### config.mk
export PLATFORM = sky130hd
export DESIGN_NAME = modbus_rtu_display_slave
export DESIGN_NICKNAME = d
export VERILOG_FILES = /design/src/hdl/mrds_pkg.sv /design/src/hdl/modbus_rtu_display_slave.sv /design/src/hdl/mrds_front.sv /design/src/hdl/mrds_queue.sv /design/src/hdl/mrds_back.sv
export VERILOG_INCLUDE_DIRS = /design/src /design/src/hdl
export SDC_FILE = /design/constraint.sdc
export NUM_CORES = 1
export LEC_CHECK = 0
export BUFFER_PORTS_ARGS = -buffer_cell sky130_fd_sc_hd__buf_2
export CAP_MARGIN = 30
export CORE_MARGIN = 2
export CORE_UTILIZATION = 50
export CTS_BUF_LIST = sky130_fd_sc_hd__clkbuf_16
export CTS_CLUSTER_SIZE = 28
export DETAILED_ROUTE_END_ITERATION = 6
export PLACE_DENSITY = 0.66
export SYNTH_ARGS = -nofsm -noshare
export SYNTH_HDL_FRONTEND = slang
export SYNTH_SLANG_ARGS = --single-unit
export TNS_END_PERCENT = 5
### constraint.sdc
create_clock -name clk -period 7.9 [get_ports clk]
set_clock_uncertainty 0.15 [all_clocks]
set_input_delay 2.37 -clock clk [delete_from_list [all_inputs] [get_ports clk]]
set_output_delay 2.37 -clock clk [all_outputs]
set_load 0.01 [all_outputs]
### src/hdl/assert_macros.svh
// Assertion macros shared by the display slave RTL.
// Included by every module that carries concurrent assertions.
`ifndef ASSERT_MACROS_SVH
`define ASSERT_MACROS_SVH
`ifndef SYNTHESIS
// Checked on every clock edge outside reset.
`define MRDS_ASSERT(label, clk, rst_n, prop) \
	label: assert property (@(posedge clk) disable iff (!rst_n) prop) \
		else $error("modbus display slave: assertion failed");
// Checked on every clock edge, reset included.
`define MRDS_ASSERT_ALWAYS(label, clk, prop) \
	label: assert property (@(posedge clk) prop) \
		else $error("modbus display slave: assertion failed");
`else
`define MRDS_ASSERT(label, clk, rst_n, prop)
`define MRDS_ASSERT_ALWAYS(label, clk, prop)
`endif
`endif

### src/hdl/mrds_pkg.sv
// Package of the Modbus RTU display slave: item types, frame constants,
// the CRC-16 byte step and the segment code table. No dependencies.
`timescale 1ns / 1ps
package mrds_pkg;

	localparam int FRAME_CAPACITY_DEF = 32;

	// Input item kinds.
	localparam logic FUNC_BYTE = 1'b0;
	localparam logic FUNC_GAP  = 1'b1;

	// Result item kinds.
	localparam logic KIND_DIGIT = 1'b0;
	localparam logic KIND_REPLY = 1'b1;

	// Modbus function codes and fixed frame bytes.
	localparam logic [7:0] FUNC_WRITE_MULTI = 8'h10;
	localparam logic [7:0] FUNC_READ_INPUTS = 8'h02;
	localparam logic [7:0] WR_QTY_LO        = 8'h08;
	localparam logic [7:0] WR_BYTE_COUNT    = 8'h10;
	localparam logic [7:0] RD_QTY_LO        = 8'h01;
	localparam logic [7:0] RD_BYTE_COUNT    = 8'h01;

	localparam int WRITE_LEN   = 25;
	localparam int READ_LEN    = 8;
	localparam int DATA_FIRST  = 7;
	localparam int DATA_BYTES  = 16;
	localparam int WR_MSG_LEN  = 6;
	localparam int RD_MSG_LEN  = 4;

	localparam logic [15:0] CRC_PRESET = 16'hFFFF;
	localparam logic [15:0] CRC_POLY   = 16'hA001;
	localparam logic [7:0]  SEG_ALL_ON = 8'hFF;

	localparam int QUEUE_DEPTH = 2;
	localparam int QUEUE_PTR_W = 1;
	localparam int QUEUE_CNT_W = 2;

	typedef struct packed {
		logic       func;
		logic [7:0] rx_byte;
		logic [2:0] buttons;
	} in_item_t;

	typedef struct packed {
		logic       result_kind;
		logic [2:0] digit_index;
		logic [7:0] digit_segments;
		logic       digit_blink;
		logic [7:0] tx_byte;
		logic       last;
	} out_item_t;

	// One checked frame handed from the front to the back.
	typedef struct packed {
		logic                       is_write;
		logic [7:0]                 addr;
		logic [2:0]                 buttons;
		logic [DATA_BYTES-1:0][7:0] data;
	} frame_desc_t;

	typedef struct packed {
		logic empty;
		logic full;
	} queue_status_t;

	// One byte of the reflected Modbus CRC-16.
	function automatic logic [15:0] crc16_byte(input logic [15:0] crc_in,
		input logic [7:0] data);
		logic [15:0] c;
		c = crc_in ^ {8'h00, data};
		for (int b = 0; b < 8; b++) begin
			if (c[0]) begin
				c = (c >> 1) ^ CRC_POLY;
			end else begin
				c = c >> 1;
			end
		end
		return c;
	endfunction

	// Hex digits, then P; anything else lights every segment.
	function automatic logic [7:0] seg_code(input logic [7:0] v);
		logic [7:0] s;
		case (v)
			8'd0:    s = 8'hFC;
			8'd1:    s = 8'h60;
			8'd2:    s = 8'hD9;
			8'd3:    s = 8'hF1;
			8'd4:    s = 8'h65;
			8'd5:    s = 8'hB5;
			8'd6:    s = 8'hBD;
			8'd7:    s = 8'hE0;
			8'd8:    s = 8'hFD;
			8'd9:    s = 8'hF5;
			8'd10:   s = 8'hED;
			8'd11:   s = 8'h3D;
			8'd12:   s = 8'h9C;
			8'd13:   s = 8'h79;
			8'd14:   s = 8'h9D;
			8'd15:   s = 8'h8D;
			8'd16:   s = 8'hCD;
			default: s = SEG_ALL_ON;
		endcase
		return s;
	endfunction

endpackage

### src/hdl/modbus_rtu_display_slave.sv
// Top level of the Modbus RTU display slave: receive side, descriptor queue
// and reply side. Uses mrds_pkg, mrds_front, mrds_queue and mrds_back.
`timescale 1ns / 1ps
// Modbus RTU slave for an eight-digit display. Each input item is either a
// received byte or a frame gap. A received byte is stored, folded into the
// running CRC-16 and checked against the fixed header bytes on arrival, so at
// a frame gap the frame is judged from those running results and, if it is a
// good write (0x10) or read (0x02) frame for device_address, a descriptor goes
// into a two-entry queue. The reply side drains that queue and puts out one
// result item per cycle while the output is taken, through its output
// register: a write frame gives eight digit updates (digit 7 first) and an
// 8-byte reply, 16 items in all, a read frame a 6-byte reply; last marks the
// final item of each frame. A frame's descriptor passes through the queue and
// the reply side's descriptor register before its first result item is
// registered at the output, and the output idles between frames while the
// next descriptor is taken from the queue. Input items stall only while the
// queue holds two frames not yet started, so the sustained rate is set by the
// reply side. device_address is written on the cfg channel, which is always
// ready, and resets to 1.
module modbus_rtu_display_slave #(
	parameter int FRAME_CAPACITY = mrds_pkg::FRAME_CAPACITY_DEF
) (
	input  logic                clk,
	input  logic                arst_n,
	input  logic                cfg_valid,
	output logic                cfg_ready,
	input  logic [7:0]          cfg_data,
	input  logic                in_valid,
	output logic                in_ready,
	input  mrds_pkg::in_item_t  in_item,
	output logic                out_valid,
	input  logic                out_ready,
	output mrds_pkg::out_item_t out_item
);

	logic [7:0] device_address_q;

	logic                    push;
	logic                    pop;
	mrds_pkg::frame_desc_t   push_desc;
	mrds_pkg::frame_desc_t   head_desc;
	mrds_pkg::queue_status_t q_status;

	// The address register is a plain write port with no wait states.
	assign cfg_ready = 1'b1;

	always_ff @(posedge clk or negedge arst_n) begin
		if (!arst_n) begin
			device_address_q <= 8'h01;
		end else if (cfg_valid && cfg_ready) begin
			device_address_q <= cfg_data;
		end
	end

	// Receive side: byte collection, CRC and header checks, frame verdict.
	mrds_front #(
		.FRAME_CAPACITY(FRAME_CAPACITY)
	) u_front (
		.clk            (clk),
		.arst_n         (arst_n),
		.device_address (device_address_q),
		.in_valid       (in_valid),
		.in_ready       (in_ready),
		.in_item        (in_item),
		.q_status       (q_status),
		.push           (push),
		.push_desc      (push_desc)
	);

	// Accepted frames wait here so the receive side can take the next frame
	// while a reply is still going out.
	mrds_queue u_queue (
		.clk       (clk),
		.arst_n    (arst_n),
		.push      (push),
		.push_desc (push_desc),
		.pop       (pop),
		.head_desc (head_desc),
		.status    (q_status)
	);

	// Reply side: digit updates, then reply bytes with their CRC.
	mrds_back u_back (
		.clk       (clk),
		.arst_n    (arst_n),
		.head_desc (head_desc),
		.q_status  (q_status),
		.pop       (pop),
		.out_valid (out_valid),
		.out_ready (out_ready),
		.out_item  (out_item)
	);

endmodule

### src/hdl/mrds_front.sv
// Receive side: collects frame bytes, runs the CRC and header checks per byte
// and, at a frame gap, queues a descriptor of an accepted frame. Uses mrds_pkg.
`timescale 1ns / 1ps
`include "assert_macros.svh"
module mrds_front #(
	parameter int FRAME_CAPACITY = mrds_pkg::FRAME_CAPACITY_DEF
) (
	input  logic                  clk,
	input  logic                  arst_n,
	input  logic [7:0]            device_address,
	input  logic                  in_valid,
	output logic                  in_ready,
	input  mrds_pkg::in_item_t    in_item,
	input  mrds_pkg::queue_status_t q_status,
	output logic                  push,
	output mrds_pkg::frame_desc_t push_desc
);

	localparam int CNT_W = $clog2(FRAME_CAPACITY + 1);

	logic [CNT_W-1:0] count_q;
	logic [15:0]      crc_q;
	logic [7:0]       addr_q;
	logic [7:0]       fcode_q;
	logic             wr_fix_q;
	logic             rd_fix_q;
	logic [7:0]       data_q [mrds_pkg::DATA_BYTES];

	logic             accept;
	logic             take_byte;
	logic [CNT_W-1:0] rel;
	logic [3:0]       data_idx;
	logic             in_data;
	logic             frame_ok;
	logic             is_write;
	logic             is_read;

	assign in_ready  = !q_status.full;
	assign accept    = in_valid && in_ready;
	assign take_byte = accept && (in_item.func == mrds_pkg::FUNC_BYTE);

	assign rel      = count_q - CNT_W'(mrds_pkg::DATA_FIRST);
	assign data_idx = rel[3:0];
	assign in_data  = (count_q >= CNT_W'(mrds_pkg::DATA_FIRST)) &&
		(count_q < CNT_W'(mrds_pkg::DATA_FIRST + mrds_pkg::DATA_BYTES));

	// Counter, running CRC and header flags.
	always_ff @(posedge clk or negedge arst_n) begin
		if (!arst_n) begin
			count_q <= '0;
		end else if (accept) begin
			if (in_item.func == mrds_pkg::FUNC_GAP) begin
				count_q <= '0;
			end else if (count_q == CNT_W'(FRAME_CAPACITY)) begin
				count_q <= '0;
			end else begin
				count_q <= count_q + 1'b1;
			end
		end
	end

	always_ff @(posedge clk) begin
		if (take_byte && (count_q != CNT_W'(FRAME_CAPACITY))) begin
			if (count_q == '0) begin
				crc_q    <= mrds_pkg::crc16_byte(mrds_pkg::CRC_PRESET, in_item.rx_byte);
				addr_q   <= in_item.rx_byte;
				wr_fix_q <= 1'b1;
				rd_fix_q <= 1'b1;
			end else begin
				crc_q <= mrds_pkg::crc16_byte(crc_q, in_item.rx_byte);
				if (count_q == CNT_W'(1)) begin
					fcode_q <= in_item.rx_byte;
				end
				if ((count_q == CNT_W'(2)) || (count_q == CNT_W'(3)) ||
					(count_q == CNT_W'(4))) begin
					wr_fix_q <= wr_fix_q && (in_item.rx_byte == 8'h00);
					rd_fix_q <= rd_fix_q && (in_item.rx_byte == 8'h00);
				end
				if (count_q == CNT_W'(5)) begin
					wr_fix_q <= wr_fix_q && (in_item.rx_byte == mrds_pkg::WR_QTY_LO);
					rd_fix_q <= rd_fix_q && (in_item.rx_byte == mrds_pkg::RD_QTY_LO);
				end
				if (count_q == CNT_W'(6)) begin
					wr_fix_q <= wr_fix_q && (in_item.rx_byte == mrds_pkg::WR_BYTE_COUNT);
				end
			end
			if (in_data) begin
				data_q[data_idx] <= in_item.rx_byte;
			end
		end
	end

	assign is_write = (fcode_q == mrds_pkg::FUNC_WRITE_MULTI) &&
		(count_q == CNT_W'(mrds_pkg::WRITE_LEN)) && wr_fix_q;
	assign is_read  = (fcode_q == mrds_pkg::FUNC_READ_INPUTS) &&
		(count_q == CNT_W'(mrds_pkg::READ_LEN)) && rd_fix_q;
	assign frame_ok = (count_q != '0) && (crc_q == 16'h0000) &&
		(addr_q == device_address) && (is_write || is_read);

	assign push = accept && (in_item.func == mrds_pkg::FUNC_GAP) && frame_ok;

	always_comb begin
		push_desc.is_write = is_write;
		push_desc.addr     = addr_q;
		push_desc.buttons  = in_item.buttons;
		for (int i = 0; i < mrds_pkg::DATA_BYTES; i++) begin
			push_desc.data[i] = data_q[i];
		end
	end

	`MRDS_ASSERT(a_push_nonempty, clk, arst_n, push |-> (count_q != '0))
	`MRDS_ASSERT(a_push_has_room, clk, arst_n, push |-> !q_status.full)

endmodule

### src/hdl/mrds_queue.sv
// Two-entry queue of frame descriptors between the receive and reply sides.
// Uses mrds_pkg for the descriptor type and depth.
`timescale 1ns / 1ps
`include "assert_macros.svh"
module mrds_queue (
	input  logic                    clk,
	input  logic                    arst_n,
	input  logic                    push,
	input  mrds_pkg::frame_desc_t   push_desc,
	input  logic                    pop,
	output mrds_pkg::frame_desc_t   head_desc,
	output mrds_pkg::queue_status_t status
);

	mrds_pkg::frame_desc_t slot_q [mrds_pkg::QUEUE_DEPTH];
	logic [mrds_pkg::QUEUE_PTR_W-1:0] wptr_q;
	logic [mrds_pkg::QUEUE_PTR_W-1:0] rptr_q;
	logic [mrds_pkg::QUEUE_CNT_W-1:0] cnt_q;

	assign status.empty = (cnt_q == '0);
	assign status.full  = (cnt_q == mrds_pkg::QUEUE_CNT_W'(mrds_pkg::QUEUE_DEPTH));
	assign head_desc    = slot_q[rptr_q];

	always_ff @(posedge clk) begin
		if (push) begin
			slot_q[wptr_q] <= push_desc;
		end
	end

	always_ff @(posedge clk or negedge arst_n) begin
		if (!arst_n) begin
			wptr_q <= '0;
			rptr_q <= '0;
			cnt_q  <= '0;
		end else begin
			if (push) begin
				wptr_q <= wptr_q + 1'b1;
			end
			if (pop) begin
				rptr_q <= rptr_q + 1'b1;
			end
			if (push && !pop) begin
				cnt_q <= cnt_q + 1'b1;
			end else if (pop && !push) begin
				cnt_q <= cnt_q - 1'b1;
			end
		end
	end

	`MRDS_ASSERT(a_pop_nonempty, clk, arst_n, pop |-> !status.empty)
	`MRDS_ASSERT(a_cnt_bound, clk, arst_n, cnt_q <= mrds_pkg::QUEUE_CNT_W'(mrds_pkg::QUEUE_DEPTH))

endmodule

### src/hdl/mrds_back.sv
// Reply side: takes one frame descriptor at a time and emits digit updates
// and the reply bytes with their CRC through an output register. Uses mrds_pkg.
`timescale 1ns / 1ps
`include "assert_macros.svh"
module mrds_back (
	input  logic                    clk,
	input  logic                    arst_n,
	input  mrds_pkg::frame_desc_t   head_desc,
	input  mrds_pkg::queue_status_t q_status,
	output logic                    pop,
	output logic                    out_valid,
	input  logic                    out_ready,
	output mrds_pkg::out_item_t     out_item
);

	typedef enum logic [2:0] {
		ST_IDLE  = 3'b001,
		ST_DIGIT = 3'b010,
		ST_REPLY = 3'b100
	} back_state_t;

	back_state_t           state_q;
	mrds_pkg::frame_desc_t desc_q;
	logic [2:0]            step_q;
	logic [15:0]           crc_q;
	logic                  out_valid_q;
	mrds_pkg::out_item_t   out_item_q;

	logic                  adv;
	logic                  emit;
	logic [2:0]            msg_len;
	logic [7:0]            msg_byte;
	logic [7:0]            ctl_byte;
	logic [7:0]            val_byte;
	logic [3:0]            pair;

	assign adv  = !out_valid_q || out_ready;
	assign emit = adv && ((state_q == ST_DIGIT) || (state_q == ST_REPLY));
	assign pop  = (state_q == ST_IDLE) && !q_status.empty;

	assign msg_len = desc_q.is_write ? 3'(mrds_pkg::WR_MSG_LEN) : 3'(mrds_pkg::RD_MSG_LEN);

	// Bytes of the reply before its CRC.
	always_comb begin
		case (step_q)
			3'd0:    msg_byte = desc_q.addr;
			3'd1:    msg_byte = desc_q.is_write ? mrds_pkg::FUNC_WRITE_MULTI
				: mrds_pkg::FUNC_READ_INPUTS;
			3'd2:    msg_byte = desc_q.is_write ? 8'h00 : mrds_pkg::RD_BYTE_COUNT;
			3'd3:    msg_byte = desc_q.is_write ? 8'h00 : {5'b00000, desc_q.buttons};
			default: msg_byte = 8'h00;
		endcase
	end

	// Digits go out from the highest position; each has a control and a value byte.
	assign pair     = {step_q, 1'b0};
	assign ctl_byte = desc_q.data[pair];
	assign val_byte = desc_q.data[pair + 4'd1];

	always_ff @(posedge clk or negedge arst_n) begin
		if (!arst_n) begin
			state_q     <= ST_IDLE;
			step_q      <= '0;
			out_valid_q <= 1'b0;
		end else begin
			if (emit) begin
				out_valid_q <= 1'b1;
			end else if (out_ready) begin
				out_valid_q <= 1'b0;
			end
			case (state_q)
				ST_IDLE: begin
					if (pop) begin
						state_q <= head_desc.is_write ? ST_DIGIT : ST_REPLY;
						step_q  <= '0;
					end
				end
				ST_DIGIT: begin
					if (adv) begin
						step_q <= step_q + 1'b1;
						if (step_q == 3'd7) begin
							state_q <= ST_REPLY;
						end
					end
				end
				ST_REPLY: begin
					if (adv) begin
						if (step_q == msg_len + 3'd1) begin
							state_q <= ST_IDLE;
							step_q  <= '0;
						end else begin
							step_q <= step_q + 1'b1;
						end
					end
				end
				default: begin
					state_q <= ST_IDLE;
				end
			endcase
		end
	end

	always_ff @(posedge clk) begin
		if (pop) begin
			desc_q <= head_desc;
			crc_q  <= mrds_pkg::CRC_PRESET;
		end
		if (adv && (state_q == ST_DIGIT)) begin
			out_item_q.result_kind    <= mrds_pkg::KIND_DIGIT;
			out_item_q.digit_index    <= 3'd7 - step_q;
			out_item_q.digit_segments <= ctl_byte[0] ? val_byte : mrds_pkg::seg_code(val_byte);
			out_item_q.digit_blink    <= ctl_byte[1];
			out_item_q.tx_byte        <= 8'h00;
			out_item_q.last           <= 1'b0;
		end
		if (adv && (state_q == ST_REPLY)) begin
			out_item_q.result_kind    <= mrds_pkg::KIND_REPLY;
			out_item_q.digit_index    <= 3'd0;
			out_item_q.digit_segments <= 8'h00;
			out_item_q.digit_blink    <= 1'b0;
			out_item_q.last           <= (step_q == msg_len + 3'd1);
			if (step_q < msg_len) begin
				out_item_q.tx_byte <= msg_byte;
				crc_q              <= mrds_pkg::crc16_byte(crc_q, msg_byte);
			end else if (step_q == msg_len) begin
				out_item_q.tx_byte <= crc_q[7:0];
			end else begin
				out_item_q.tx_byte <= crc_q[15:8];
			end
		end
	end

	assign out_valid = out_valid_q;
	assign out_item  = out_item_q;

	`MRDS_ASSERT(a_last_on_reply, clk, arst_n,
		(out_valid_q && out_item_q.last) |-> (out_item_q.result_kind == mrds_pkg::KIND_REPLY))
	`MRDS_ASSERT(a_pop_only_idle, clk, arst_n, pop |-> (state_q == ST_IDLE))

endmodule

==> results of run 1 <==
-- routing by layer --
layer | up-vias | GRT usage (%) | share of wire, %
met5 | - | 0 | 0
met4 | 0 | 5.30 | 1.9
met3 | 51 | 3.39 | 4.1
met2 | 186 | 28.6 | 48
met1 | 4452 | 24.5 | 46
li1 | 4215 | - | -
-- layout by cell type, fill, tap and decap left out, types with 3 or more instances in the layout --
cell | synthesis | final
a211oi_1 | 7 | 7
a21o_1 | 3 | 3
a21oi_1 | 43 | 43
a221oi_1 | 3 | 3
a22o_1 | 5 | 5
a31oi_1 | 3 | 3
buf_16 | 0 | 3
buf_2 | 7 | 48
buf_4 | 5 | 10
bufinv_16 | 0 | 6
clkbuf_16 | 0 | 45
clkinv_1 | 1 | 9
clkinv_2 | 0 | 7
dfrtp_1 | 23 | 21
dfxtp_1 | 29 | 29
edfxtp_1 | 399 | 399
ha_1 | 28 | 28
inv_1 | 20 | 30
inv_2 | 4 | 5
mux2_1 | 7 | 7
mux2_2 | 104 | 104
mux2i_1 | 11 | 11
mux4_2 | 18 | 18
nand2_1 | 56 | 56
nand2b_1 | 14 | 14
nand3_1 | 13 | 13
nand4_1 | 5 | 5
nor2_1 | 65 | 64
nor2b_1 | 6 | 6
nor3_1 | 23 | 22
nor3b_1 | 4 | 4
nor4_1 | 6 | 6
o21ai_0 | 10 | 10
o21ai_1 | 21 | 21
xnor2_1 | 42 | 42
xor2_1 | 24 | 24
-- cells by family after synthesis --
| kind of cell | Yosys count | synth area share, % |
|---|---|---|
| AOI/OAI and AO/OA | 113 | 4.06 |
| xor gates and xnor gates | 74 | 4.15 |
| adders and majority gates | 28 | 1.94 |
| buffers and inverters | 63 | 1.51 |
| DFF | 453 | 73.2 |
| muxes | 141 | 9.87 |
| other | 1 | 0.0208 |
| and+or+nand+nor | 204 | 5.25 |
-- worst max-delay path, delay by kind of cell --
family | cells | cell delay (ns)
AND/OR/NAND/NOR | 5 | 1.72
buffers and inverters | 4 | 0.79
-- per-stage QoR --
| step | area [um2] | hold WS [ns] |
|---|---|---|
| floorplan | 18000 | 0.271 |
| global placement | 18800 | 0.273 |
| detailed placement | 18900 | 0.279 |
| CTS | 20400 | 0.288 |
| global route | 20400 | 0.300 |
| finish | 20400 | 0.291 |
-- final cells by class --
cell class	instances	share of cell area (%)
clock inverter	37	1.70
sequential	453	64.8
multi-input combinational	561	22.5
clock buffer	45	5.53
tap	461	2.83
inverter	25	0.461
timing repair buffer	64	2.21
-- report_power, final --
group | switching [mW] | internal [mW]
Sequential | 0.198 | 3.09
Clock | 0.880 | 1.24
Combinational | 1.23 | 1.02
Total | 2.31 | 5.35
-- registers in the layout, indices dropped and copies added (netlist names) --
| register | count |
|---|---|
| u_front.rd_fix_q | 1 |
| u_front.wr_fix_q | 1 |
| u_back.desc_q | 92 |
| u_back.state_q | 3 |
| u_front.count_q | 6 |
| u_queue.cnt_q | 2 |
| u_back.out_valid | 1 |
| u_front.data_q | 80 |
| u_front.crc_q | 16 |
| u_queue.rptr_q | 1 |
| u_back.step_q | 3 |
| device_address_q | 8 |
| u_front.addr_q | 8 |
| u_back.out_item | 22 |
| u_queue.slot_q | 184 |
| u_front.fcode_q | 8 |
| u_back.crc_q | 16 |
| u_queue.wptr_q | 1 |
-- worst max path at each step --
stage / startpoint / to / slack (ns) / cells after the start
CTS: in_valid / u_queue.slot_q[1][120]$_DFFE_PP_ / 3.04 / 9
floorplan: in_item[11] / u_queue.slot_q[0][0]$_DFFE_PP_ / 1.53 / 6
global route: in_valid / u_queue.slot_q[1][72]$_DFFE_PP_ / 2.85 / 9
global placement: in_item[11] / u_queue.slot_q[1][104]$_DFFE_PP_ / 2.31 / 9
detailed placement: in_valid / u_queue.slot_q[1][104]$_DFFE_PP_ / 2.43 / 9
finish: in_valid / u_queue.slot_q[1][72]$_DFFE_PP_ / 3.07 / 9
==> impl_metrics.csv, run 1 <==
group,metric,value,unit
worst_hold_path,min_path_type,"flip-flop to flip-flop",
layout,regArea,13200,um2
worst_setup_path,critPathRequiredTime,8.00,ns
logic_synthesis,ys_seq_area_share,73.2,%
routing,wl_per_cell,19.8,um
worst_hold_path,min_from,"u_front.data_q[14][1]$_DFFE_PP_",
layout,multi_input_area,4570,um2
logic_synthesis,syn_nets,1130,
logic_synthesis,ys_top_cells_by_area,"edfxtp_1 66%, mux2_2 6.5%, dfxtp_1 3.2%, dfrtp_1 3.2%, mux4_2 2.2%",
timing,fmax,207,MHz
layout,post-route-util,57.2,%
layout,drive_gt1_share,23.0,%
worst_setup_path,endpoint_kind,"flip-flop",
timing,period_needed,4.83,ns
cts,cts-htree-levels,2,
cts,clkTransAtPathRegs,0.06,ns
worst_hold_path,whs_path_depth,0,
placement,place_ws,2.43,ns
routing,firstDrtPassIters,5,
power_and_ir_drop,leakage,6.99,nW
timing,tns,0,ns
placement,place_congestion,0.791,
timing,worstMarginPinSlew,0.943,ns
cts,cts_tree,"built",
logic_synthesis,yosysMostFrequentCell,"edfxtp_1",
grt,grt_overflow_total,0,
logic_synthesis,synth_seq_cells,453,
logic_synthesis,ys.flop_type,"edfxtp_1",
layout,fillers,2763,
routing,vias_per_cell,5.41,
worst_setup_path,cpMaxStageDelayCell,"or4_1",
logic_synthesis,yosys.area.top_type_share,66.5,%
cts,post_cts_resized,0,
timing,final-setup-viol-count,0,
worst_setup_path,r2r-start,"u_front.count_q[0]$_DFFE_PN0P_",
grt,grt_max_degree,53,
layout,instances_no_fill,1646,
power_and_ir_drop,total_power,7.66,mW
cts,ctsHoldBuffers,0,
routing,postRouteAntennaNets,0,
layout,layout.nets,1203,
floorplanning,num_rows,69,
logic_synthesis,synth_top_cell_by_area,"edfxtp_1",
layout,antenna_cells,0,
logic_synthesis,synth_common_cells,"399 x edfxtp_1, 104 x mux2_2, 65 x nor2_1",
placement,dp.cells,1564,
layout,syn_to_final_growth,13.0,%
logic_synthesis,avgSynthCellArea,16.7,um2
cts,worstSkewPairLatency,0.57,ns
grt,grt_pass1_wl,51100,um
placement,port_buffers,48,
routing,vias,8904,
cts,root_buffer,"clkbuf_16",
power_and_ir_drop,ir_drop,0.000493,V
timing,hold_violations,0,
cts,cts-buffers-inserted,45,
flow_run,maxCapViolations,0,
logic_synthesis,synth-edff-count,399,
floorplanning,start_util,50.7,%
worst_hold_path,min_to,"u_queue.slot_q[1][113]$_DFFE_PP_",
worst_setup_path,critical_path.max_fanout,43,
run_status,status,"completed",
logic_synthesis,synth_warnings,0,
routing,routed_wl,32700,um
grt,grt_antenna_before_repair,0,
routing,drtIter0Drc,589,
floorplanning,io-pin-count,50,
floorplanning,die_w,194,um
worst_setup_path,r2r_end,"u_queue.slot_q[1][72]$_DFFE_PP_",
logic_synthesis,ys_types,68,
floorplanning,fp.dieH,194,um
timing,max_slew_margin,36.9,%
power_and_ir_drop,power_density,376,nW/um2
timing,maxSlewViolCount,0,
routing,drcViolationCount,0,
cts,postCtsSetupRepairBufs,0,
worst_setup_path,r2r_cells,11,
worst_setup_path,cp_slowest_stage_delay,0.63,ns
placement,hpwl,20500,um
timing,fin_crit_sh,61.2,%
timing,rsz0062_at_grt,"no",
worst_setup_path,critPathKind,"input port to flip-flop",
floorplanning,dieArea,37600,um2
worst_setup_path,path_cells,"buf_2, nand2_1, nor4_1, nand3_1, or4_1, inv_2, and2_4, buf_16, buf_4",
timing,timing.final.ws_setup,3.07,ns
worst_setup_path,r2r_slack,3.56,ns
cts,clock-sinks,453,
worst_setup_path,worstPathArrival,4.93,ns
logic_synthesis,synth_cells,1077,
floorplanning,core_region_area,35600,um2
grt,grtUsageTotal,17.7,%
grt,grt_pass1_vias,8942,
logic_synthesis,synth-async-reset-ratio,5.52,%
worst_setup_path,start_kind,"input port",
cts,clock_path_buffers,3,
logic_synthesis,mappedNetlistArea,18000,um2
Note: power is estimated with default switching activity, not from simulation.
==> inputs of run 2 (changes only) <==
--- a/config.mk
+++ b/config.mk
@@ -6,6 +6,7 @@
 export SDC_FILE = /design/constraint.sdc
 export NUM_CORES = 1
 export LEC_CHECK = 0
+export ABC_AREA = 1
 export BUFFER_PORTS_ARGS = -buffer_cell sky130_fd_sc_hd__buf_2
 export CAP_MARGIN = 30
 export CORE_MARGIN = 2
==> constraint.sdc (replaced) <==
create_clock -name clk -period 4.5 [get_ports clk]
set_clock_uncertainty 0.15 [all_clocks]
set_input_delay 1.35 -clock clk [delete_from_list [all_inputs] [get_ports clk]]
set_output_delay 1.35 -clock clk [all_outputs]
set_load 0.01 [all_outputs]
==> impl_metrics.csv, run 2 <==
group,metric,value,unit
grt,grt_pass1_wl,57100,um
logic_synthesis,synth_cells,1482,
placement,port_buffers,48,
logic_synthesis,synth_seq_cells,453,
floorplanning,start_util,50.9,%
placement,hpwl,24800,um
routing,wl_per_cell,18.0,um
floorplanning,fp.dieH,195,um
worst_setup_path,r2r_slack,1.06,ns
routing,routed_wl,36900,um
power_and_ir_drop,power_density,645,nW/um2
timing,hold_violations,0,
cts,worstSkewPairLatency,0.55,ns
worst_setup_path,critical_path.max_fanout,27,
layout,largest_reg_flops,184,
logic_synthesis,synth-async-reset-ratio,5.52,%
worst_setup_path,path_cells,"inv_1, ha_1, inv_1, nor2_1, nand2_1, nor2_1, buf_4, a2111oi_0, nand3_1, nor2_4, buf_12",
layout,drive_gt1_share,11.3,%
power_and_ir_drop,switching_share,34.4,%
routing,drcViolationCount,0,
worst_hold_path,min_to,"u_queue.slot_q[1][44]$_DFFE_PP_",
power_and_ir_drop,total_power,13.1,mW
grt,grt_max_degree,89,
routing,firstDrtPassIters,5,
floorplanning,core_region_area,35700,um2
placement,place_congestion,0.850,
cts,ctsHoldBuffers,0,
timing,tns,0,ns
logic_synthesis,ys_top_cells_by_area,"edfxtp_1 66%, nand2_1 9.1%, dfxtp_1 3.2%, dfrtp_1 3.2%, nor2_1 2.1%",
power_and_ir_drop,pwr-share-seq,43.4,%
worst_setup_path,r2r_end,"u_queue.slot_q[1][29]$_DFFE_PP_",
grt,grt_overflow_total,0,
layout,final_cell_mix,"442 x nand2_1, 399 x edfxtp_1, 106 x inv_1, 100 x nor2_1, 58 x o21ai_0",
power_and_ir_drop,power_frac_clock,26.8,%
floorplanning,num_rows,69,
worst_setup_path,r2r-start,"u_front.count_q[0]$_DFFE_PN0P_",
layout,syn_to_final_growth,12.4,%
worst_setup_path,cpMaxStageDelayCell,"a2111oi_0",
floorplanning,dieArea,37800,um2
worst_hold_path,min_path_type,"flip-flop to flip-flop",
logic_synthesis,yosysMostFrequentCell,"nand2_1",
timing,fin_crit_sh,76.4,%
timing,max_slew_margin,37.9,%
logic_synthesis,mappedNetlistArea,18100,um2
timing,timing.final.ws_setup,1.06,ns
timing,period_needed,3.44,ns
worst_setup_path,critPathBufInv,4,
layout,layout_commonest_cell,"nand2_1",
timing,fmax,291,MHz
timing,final-setup-viol-count,0,
cts,cts_tree,"built",
layout,fin_area,20400,um2
grt,grt_antenna_before_repair,0,
power_and_ir_drop,power.share.combinational,29.8,%
flow_run,maxCapViolations,0,
logic_synthesis,ys_types,53,
power_and_ir_drop,switching_power,4.52,mW
logic_synthesis,avgSynthCellArea,12.2,um2
floorplanning,die_w,195,um
layout,largest_register,"u_queue.slot_q",
cts,clkTransAtPathRegs,0.06,ns
cts,root_buffer,"clkbuf_16",
cts,post_cts_resized,0,
power_and_ir_drop,intPower,8.62,mW
timing,worstMarginPinSlew,0.931,ns
layout,antenna_cells,0,
cts,cts-buffers-inserted,44,
cts,cts-htree-levels,2,
worst_setup_path,r2r_cells,11,
worst_setup_path,start_kind,"flip-flop",
placement,placed_area,19000,um2
logic_synthesis,ys_seq_area_share,72.7,%
logic_synthesis,yosys.area.top_type_share,66.0,%
timing,whs,0.292,ns
routing,vias_per_cell,5.23,
worst_setup_path,endpoint_kind,"flip-flop",
worst_setup_path,critPathKind,"flip-flop to flip-flop",
timing,maxSlewViolCount,0,
worst_hold_path,whs_path_depth,0,
power_and_ir_drop,leakage,7.92,nW
worst_setup_path,cp_slowest_stage_delay,0.54,ns
placement,place_ws,0.834,ns
grt,grt_pass1_vias,10200,
worst_setup_path,critPathRequiredTime,4.60,ns
power_and_ir_drop,ir_drop,0.000314,V
run_status,status,"completed",
cts,clock-sinks,453,
routing,drtIter0Drc,1044,
grt,grtUsageTotal,19.7,%
routing,postRouteAntennaNets,0,
worst_hold_path,min_from,"u_front.data_q[5][4]$_DFFE_PP_",
timing,rsz0062_at_grt,"no",
layout,layout.nets,1609,
logic_synthesis,ys.flop_type,"edfxtp_1",
cts,clock_path_buffers,3,
logic_synthesis,synth_top_cell_by_area,"edfxtp_1",
logic_synthesis,synth_common_cells,"442 x nand2_1, 399 x edfxtp_1, 102 x nor2_1",
logic_synthesis,synth_warnings,0,
worst_setup_path,cp_top_family,"simple AND/OR/NAND/NOR gates",
routing,vias,10700,
cts,postCtsSetupRepairBufs,0,
floorplanning,io-pin-count,50,
logic_synthesis,synth-edff-count,399,
logic_synthesis,syn_nets,1535,
worst_setup_path,worstPathArrival,3.53,ns
layout,largestRegisters,"u_queue.slot_q: 184 flops, u_back.desc_q: 92 flops, u_front.data_q: 80 flops",
run 2: changes by cell type in the layout (fill, tap and decap cells not counted), sizes merged, moves of 23 or more:
| cell | before | now |
|---|---|---|
| nand2 | 56 | 448 |
| inv | 37 | 122 |
| mux2 | 111 | 2 |
| o21ai | 31 | 92 |
| xnor2 | 43 | 20 |
| nand3 | 13 | 44 |
| nor2 | 65 | 109 |
run 2: logic make-up (layout without fill, tap and decap cells):
family | after synthesis | after routing | synth area share, %
adders and majority gates | 28 | 28 | 1.93
other | 1 | 1 | 0.0207
AOI/OAI and AO/OA | 182 | 182 | 5.74
xor gates and xnor gates | 38 | 38 | 1.83
buffers and inverters | 148 | 256 | 3.45
DFF | 453 | 453 | 72.7
muxes | 2 | 2 | 0.124
and+or+nand+nor | 630 | 630 | 14.2
run 2: layout make-up:
cell class	count	area (um2)
Clock buffer	44	1100
Clock inverter	36	289
Fill cell	2875	15300
Inverter	106	403
Multi-Input combinational cell	881	4350
Sequential cell	453	13200
Tap cell	461	577
Timing Repair Buffer	70	480
run 2: power by group through the flow:
| stage | sequential (mW) | clock, mW | combinational [mW] |
|---|---|---|---|
| 3_5_place_dp | 5.79 | 0 | 3.90 |
| 4_1_cts | 5.71 | 3.58 | 3.92 |
| 6_report | 5.71 | 3.53 | 3.91 |
| 2_1_floorplan | 5.77 | 0 | 2.82 |
| 3_3_place_gp | 5.77 | 0 | 3.85 |
| 5_1_grt | 5.77 | 3.75 | 4.45 |
run 2: per-layer routing:
layer | track usage, % | vias up | wire [um]
met5 | 0 | - | 0
met4 | 5.44 | 0 | 760
met3 | 2.81 | 52 | 2440
met2 | 29.8 | 328 | 16300
met1 | 30.1 | 5098 | 17400
li1 | - | 5243 | -
run 2: worst register-to-register path, cell delays in order, from the launching register on:
cell and delay (ns):
dfrtp_1 0.43, inv_1 0.12, ha_1 0.27, inv_1 0.09, nor2_1 0.05, nand2_1 0.08
nor2_1 0.04, buf_4 0.20, a2111oi_0 0.54, nand3_1 0.39, nor2_4 0.49, buf_12 0.26
run 2: through the flow:
step                      instances  util (%)
after floorplan                1482         -
after global placement         1970      53.3
after detailed placement       1970      53.3
after CTS                      2050      57.2
after global routing           2051      57.2
final                          2051      57.2
run 2: worst max path at each step:
stage / to / start / cells after the start / slack [ns]
after floorplan: u_queue.slot_q[0][0]$_DFFE_PP_ / in_valid / 6 / -0.62
after global placement: u_queue.slot_q[1][10]$_DFFE_PP_ / in_valid / 8 / 0.84
after detailed placement: u_queue.slot_q[1][10]$_DFFE_PP_ / in_valid / 8 / 0.83
after CTS: u_queue.slot_q[1][62]$_DFFE_PP_ / u_front.count_q[0]$_DFFE_PN0P_ / 11 / 0.99
after global routing: u_queue.slot_q[1][29]$_DFFE_PP_ / u_front.count_q[0]$_DFFE_PN0P_ / 11 / 0.72
final: u_queue.slot_q[1][29]$_DFFE_PP_ / u_front.count_q[0]$_DFFE_PN0P_ / 11 / 1.06
==> inputs of run 3 (changes only) <==
--- a/config.mk
+++ b/config.mk
@@ -6,7 +6,7 @@
 export SDC_FILE = /design/constraint.sdc
 export NUM_CORES = 1
 export LEC_CHECK = 0
-export ABC_AREA = 1
+export ABC_AREA = 0
 export BUFFER_PORTS_ARGS = -buffer_cell sky130_fd_sc_hd__buf_2
 export CAP_MARGIN = 30
 export CORE_MARGIN = 2
@@ -14,7 +14,7 @@
 export CTS_BUF_LIST = sky130_fd_sc_hd__clkbuf_16
 export CTS_CLUSTER_SIZE = 28
 export DETAILED_ROUTE_END_ITERATION = 6
-export PLACE_DENSITY = 0.66
+export PLACE_DENSITY = 0.69
 export SYNTH_ARGS = -nofsm -noshare
 export SYNTH_HDL_FRONTEND = slang
 export SYNTH_SLANG_ARGS = --single-unit
==> constraint.sdc (replaced) <==
create_clock -name clk -period 2.9 [get_ports clk]
set_clock_uncertainty 0.15 [all_clocks]
set_input_delay 0.87 -clock clk [delete_from_list [all_inputs] [get_ports clk]]
set_output_delay 0.87 -clock clk [all_outputs]
set_load 0.01 [all_outputs]
==> impl_metrics.csv, run 3 (same netlist as run 1, synthesis figures left out) <==
group,metric,value,unit
run_status,status,"completed",
cts,cts-htree-levels,2,
timing,hold_violations,0,
timing,fin_crit_sh,95.8,%
layout,antenna_cells,0,
layout,layout.nets,1276,
floorplanning,fp.dieH,194,um
timing,whs,0.211,ns
floorplanning,io-pin-count,50,
worst_setup_path,endpoint_kind,"flip-flop",
timing,rsz0062_at_grt,"yes",
routing,routed_wl,34000,um
routing,vias,9243,
layout,layout_commonest_cell,"edfxtp_1",
layout,syn_to_final_growth,16.6,%
cts,clock-sinks,453,
cts,cts_tree,"built",
cts,clkTransAtPathRegs,0.06,ns
routing,drcViolationCount,0,
grt,grt_pass1_vias,9185,
floorplanning,core_region_area,35600,um2
layout,instances_no_fill,1719,
timing,fmax,360,MHz
floorplanning,die_w,194,um
cts,worstSkewPairLatency,0.57,ns
worst_setup_path,cp_slowest_stage_delay,0.53,ns
timing,final-setup-viol-count,0,
placement,hpwl,22600,um
floorplanning,num_rows,69,
floorplanning,dieArea,37600,um2
layout,drive_gt1_share,29.1,%
layout,largestRegisters,"u_queue.slot_q: 184 flops, u_back.desc_q: 92 flops, u_front.data_q: 80 flops",
worst_setup_path,cpMaxStageDelayCell,"mux4_2",
routing,postRouteAntennaNets,0,
placement,placed_area,19400,um2
worst_setup_path,start_kind,"flip-flop",
grt,grt_antenna_before_repair,0,
routing,vias_per_cell,5.38,
layout,largest_register,"u_queue.slot_q",
flow_run,maxCapViolations,0,
placement,dp.cells,1632,
worst_hold_path,min_path_type,"input port to async pin",
cts,cts-buffers-inserted,46,
placement,place_congestion,0.859,
floorplanning,start_util,50.7,%
power_and_ir_drop,power_density,1030,nW/um2
timing,worstMarginPinSlew,0.729,ns
layout,final_cell_mix,"399 x edfxtp_1, 104 x mux2_2, 76 x buf_4, 64 x nor2_1, 56 x nand2_1",
power_and_ir_drop,ir_drop,0.000788,V
routing,firstDrtPassIters,5,
timing,max_slew_margin,51.4,%
grt,grt_max_degree,49,
worst_setup_path,critical_path.max_fanout,15,
placement,port_buffers,48,
worst_setup_path,worstPathArrival,3.14,ns
cts,root_buffer,"clkbuf_16",
worst_setup_path,r2r_cells,9,
grt,grt_overflow_total,0,
worst_setup_path,crit_top_cell,"buf_4",
routing,wl_per_cell,19.8,um
timing,maxSlewViolCount,0,
cts,clock_path_buffers,3,
layout,fillers,2609,
worst_setup_path,critPathKind,"flip-flop to flip-flop",
grt,grt_pass1_wl,52700,um
layout,largest_reg_flops,184,
grt,grtUsageTotal,18.3,%
layout,fin_area,21000,um2
worst_setup_path,path_cells,"buf_4, buf_6, mux4_2, mux2i_2, buf_4, nor2_1, a22o_1, a221oi_1, a21o_1",
power_and_ir_drop,leakage,7.35,nW
power_and_ir_drop,total_power,21.6,mW
routing,drtIter0Drc,673,
timing,period_needed,2.78,ns
worst_setup_path,critPathRequiredTime,3.26,ns
## run 3: changes by cell type in the layout (fill, tap and decap cells not counted), sizes merged, moves of 12 or more
cell    previous run  this run
buf               69       136
nor2             109        65
nor3               6        24
mux4               0        18
nand2            448        56
mux2i              0        12
nand3             44        13
nand2b             0        14
a21oi             29        43
mux2               2       111
xnor2             20        43
o21ai             92        31
o22ai             21         1
inv              122        33
## run 3: cell type report
type | instances | area, um2 | share of cell area (%)
Inverter | 25 | 93.8 | 0.446
Multi-Input combinational cell | 561 | 4670 | 22.2
Clock buffer | 47 | 1180 | 5.60
Timing Repair Buffer | 136 | 1020 | 4.88
Clock inverter | 36 | 279 | 1.33
Tap cell | 461 | 577 | 2.74
Sequential cell | 453 | 13200 | 62.8
## run 3: routing by layer
layer	GRT usage, %	vias to the layer above	routed length (um)	share of wire (%)
li1	-	4352	-	-
met1	26.0	4584	15200	45
met2	29.4	242	16100	47
met3	3.20	65	1770	5.2
met4	5.30	0	922	2.7
met5	0	-	0	0
## run 3: final timing paths
| path | end | slack, ns | from |
|---|---|---|---|
| max | u_back.out_item[12]$_SDFFE_PP0P_ | 0.12 | u_back.step_q[0]$_DFFE_PN0P_ |
| min | u_back.state_q[1]$_DFFE_PN0P_ | 0.21 | arst_n |
| max reg2reg | u_back.out_item[12]$_SDFFE_PP0P_ | 0.12 | u_back.step_q[0]$_DFFE_PN0P_ |
| min reg2reg | u_back.out_item[21]$_SDFFE_PP1P_ | 0.29 | u_back.out_item[21]$_SDFFE_PP1P_ |
| max in group asynchronous | u_queue.rptr_q$_DFFE_PN0P_ | 1.85 | arst_n |
| min in group clk | u_back.out_item[21]$_SDFFE_PP1P_ | 0.29 | u_back.out_item[21]$_SDFFE_PP1P_ |
## run 3: what timing repair did
| item | in CTS | in global routing |
|---|---|---|
| hold buffers | 0 | 0 |
| setup endpoints to repair | 1 | 137 |
| resized for setup | 0 | 26 |
| setup buffers | 2 | 2 |
| cloned | 0 | 0 |
| pin swaps | 0 | 5 |
## run 3: per-stage QoR
step                      util, %  worst slack, ns  setup TNS, ns
after floorplan                 -           -0.757        -125.83
after global placement       54.6          -0.0350          -2.94
after detailed placement     54.6          -0.0615          -4.83
after CTS                    58.7           0.0213              0
after global routing         59.1          -0.0127        -0.0236
final                        59.1            0.121              0
## run 3: report_power, final
group | internal [mW] | switching, mW | total (mW) | leakage [nW]
logic | 3.43 | 3.43 | 6.86 | 2.43
registers | 8.42 | 0.663 | 9.09 | 4.18
clock network | 3.23 | 2.41 | 5.64 | 0.742
total | 15.1 | 6.50 | 21.6 | 7.35
## run 3: critical path: cells and delay by family, from the launching register on
kind,cells,cell delay (ns)
simple gates,1,0.07
buf+inv,3,0.61
mux,2,0.73
flops,1,0.50
compound gates,3,0.67
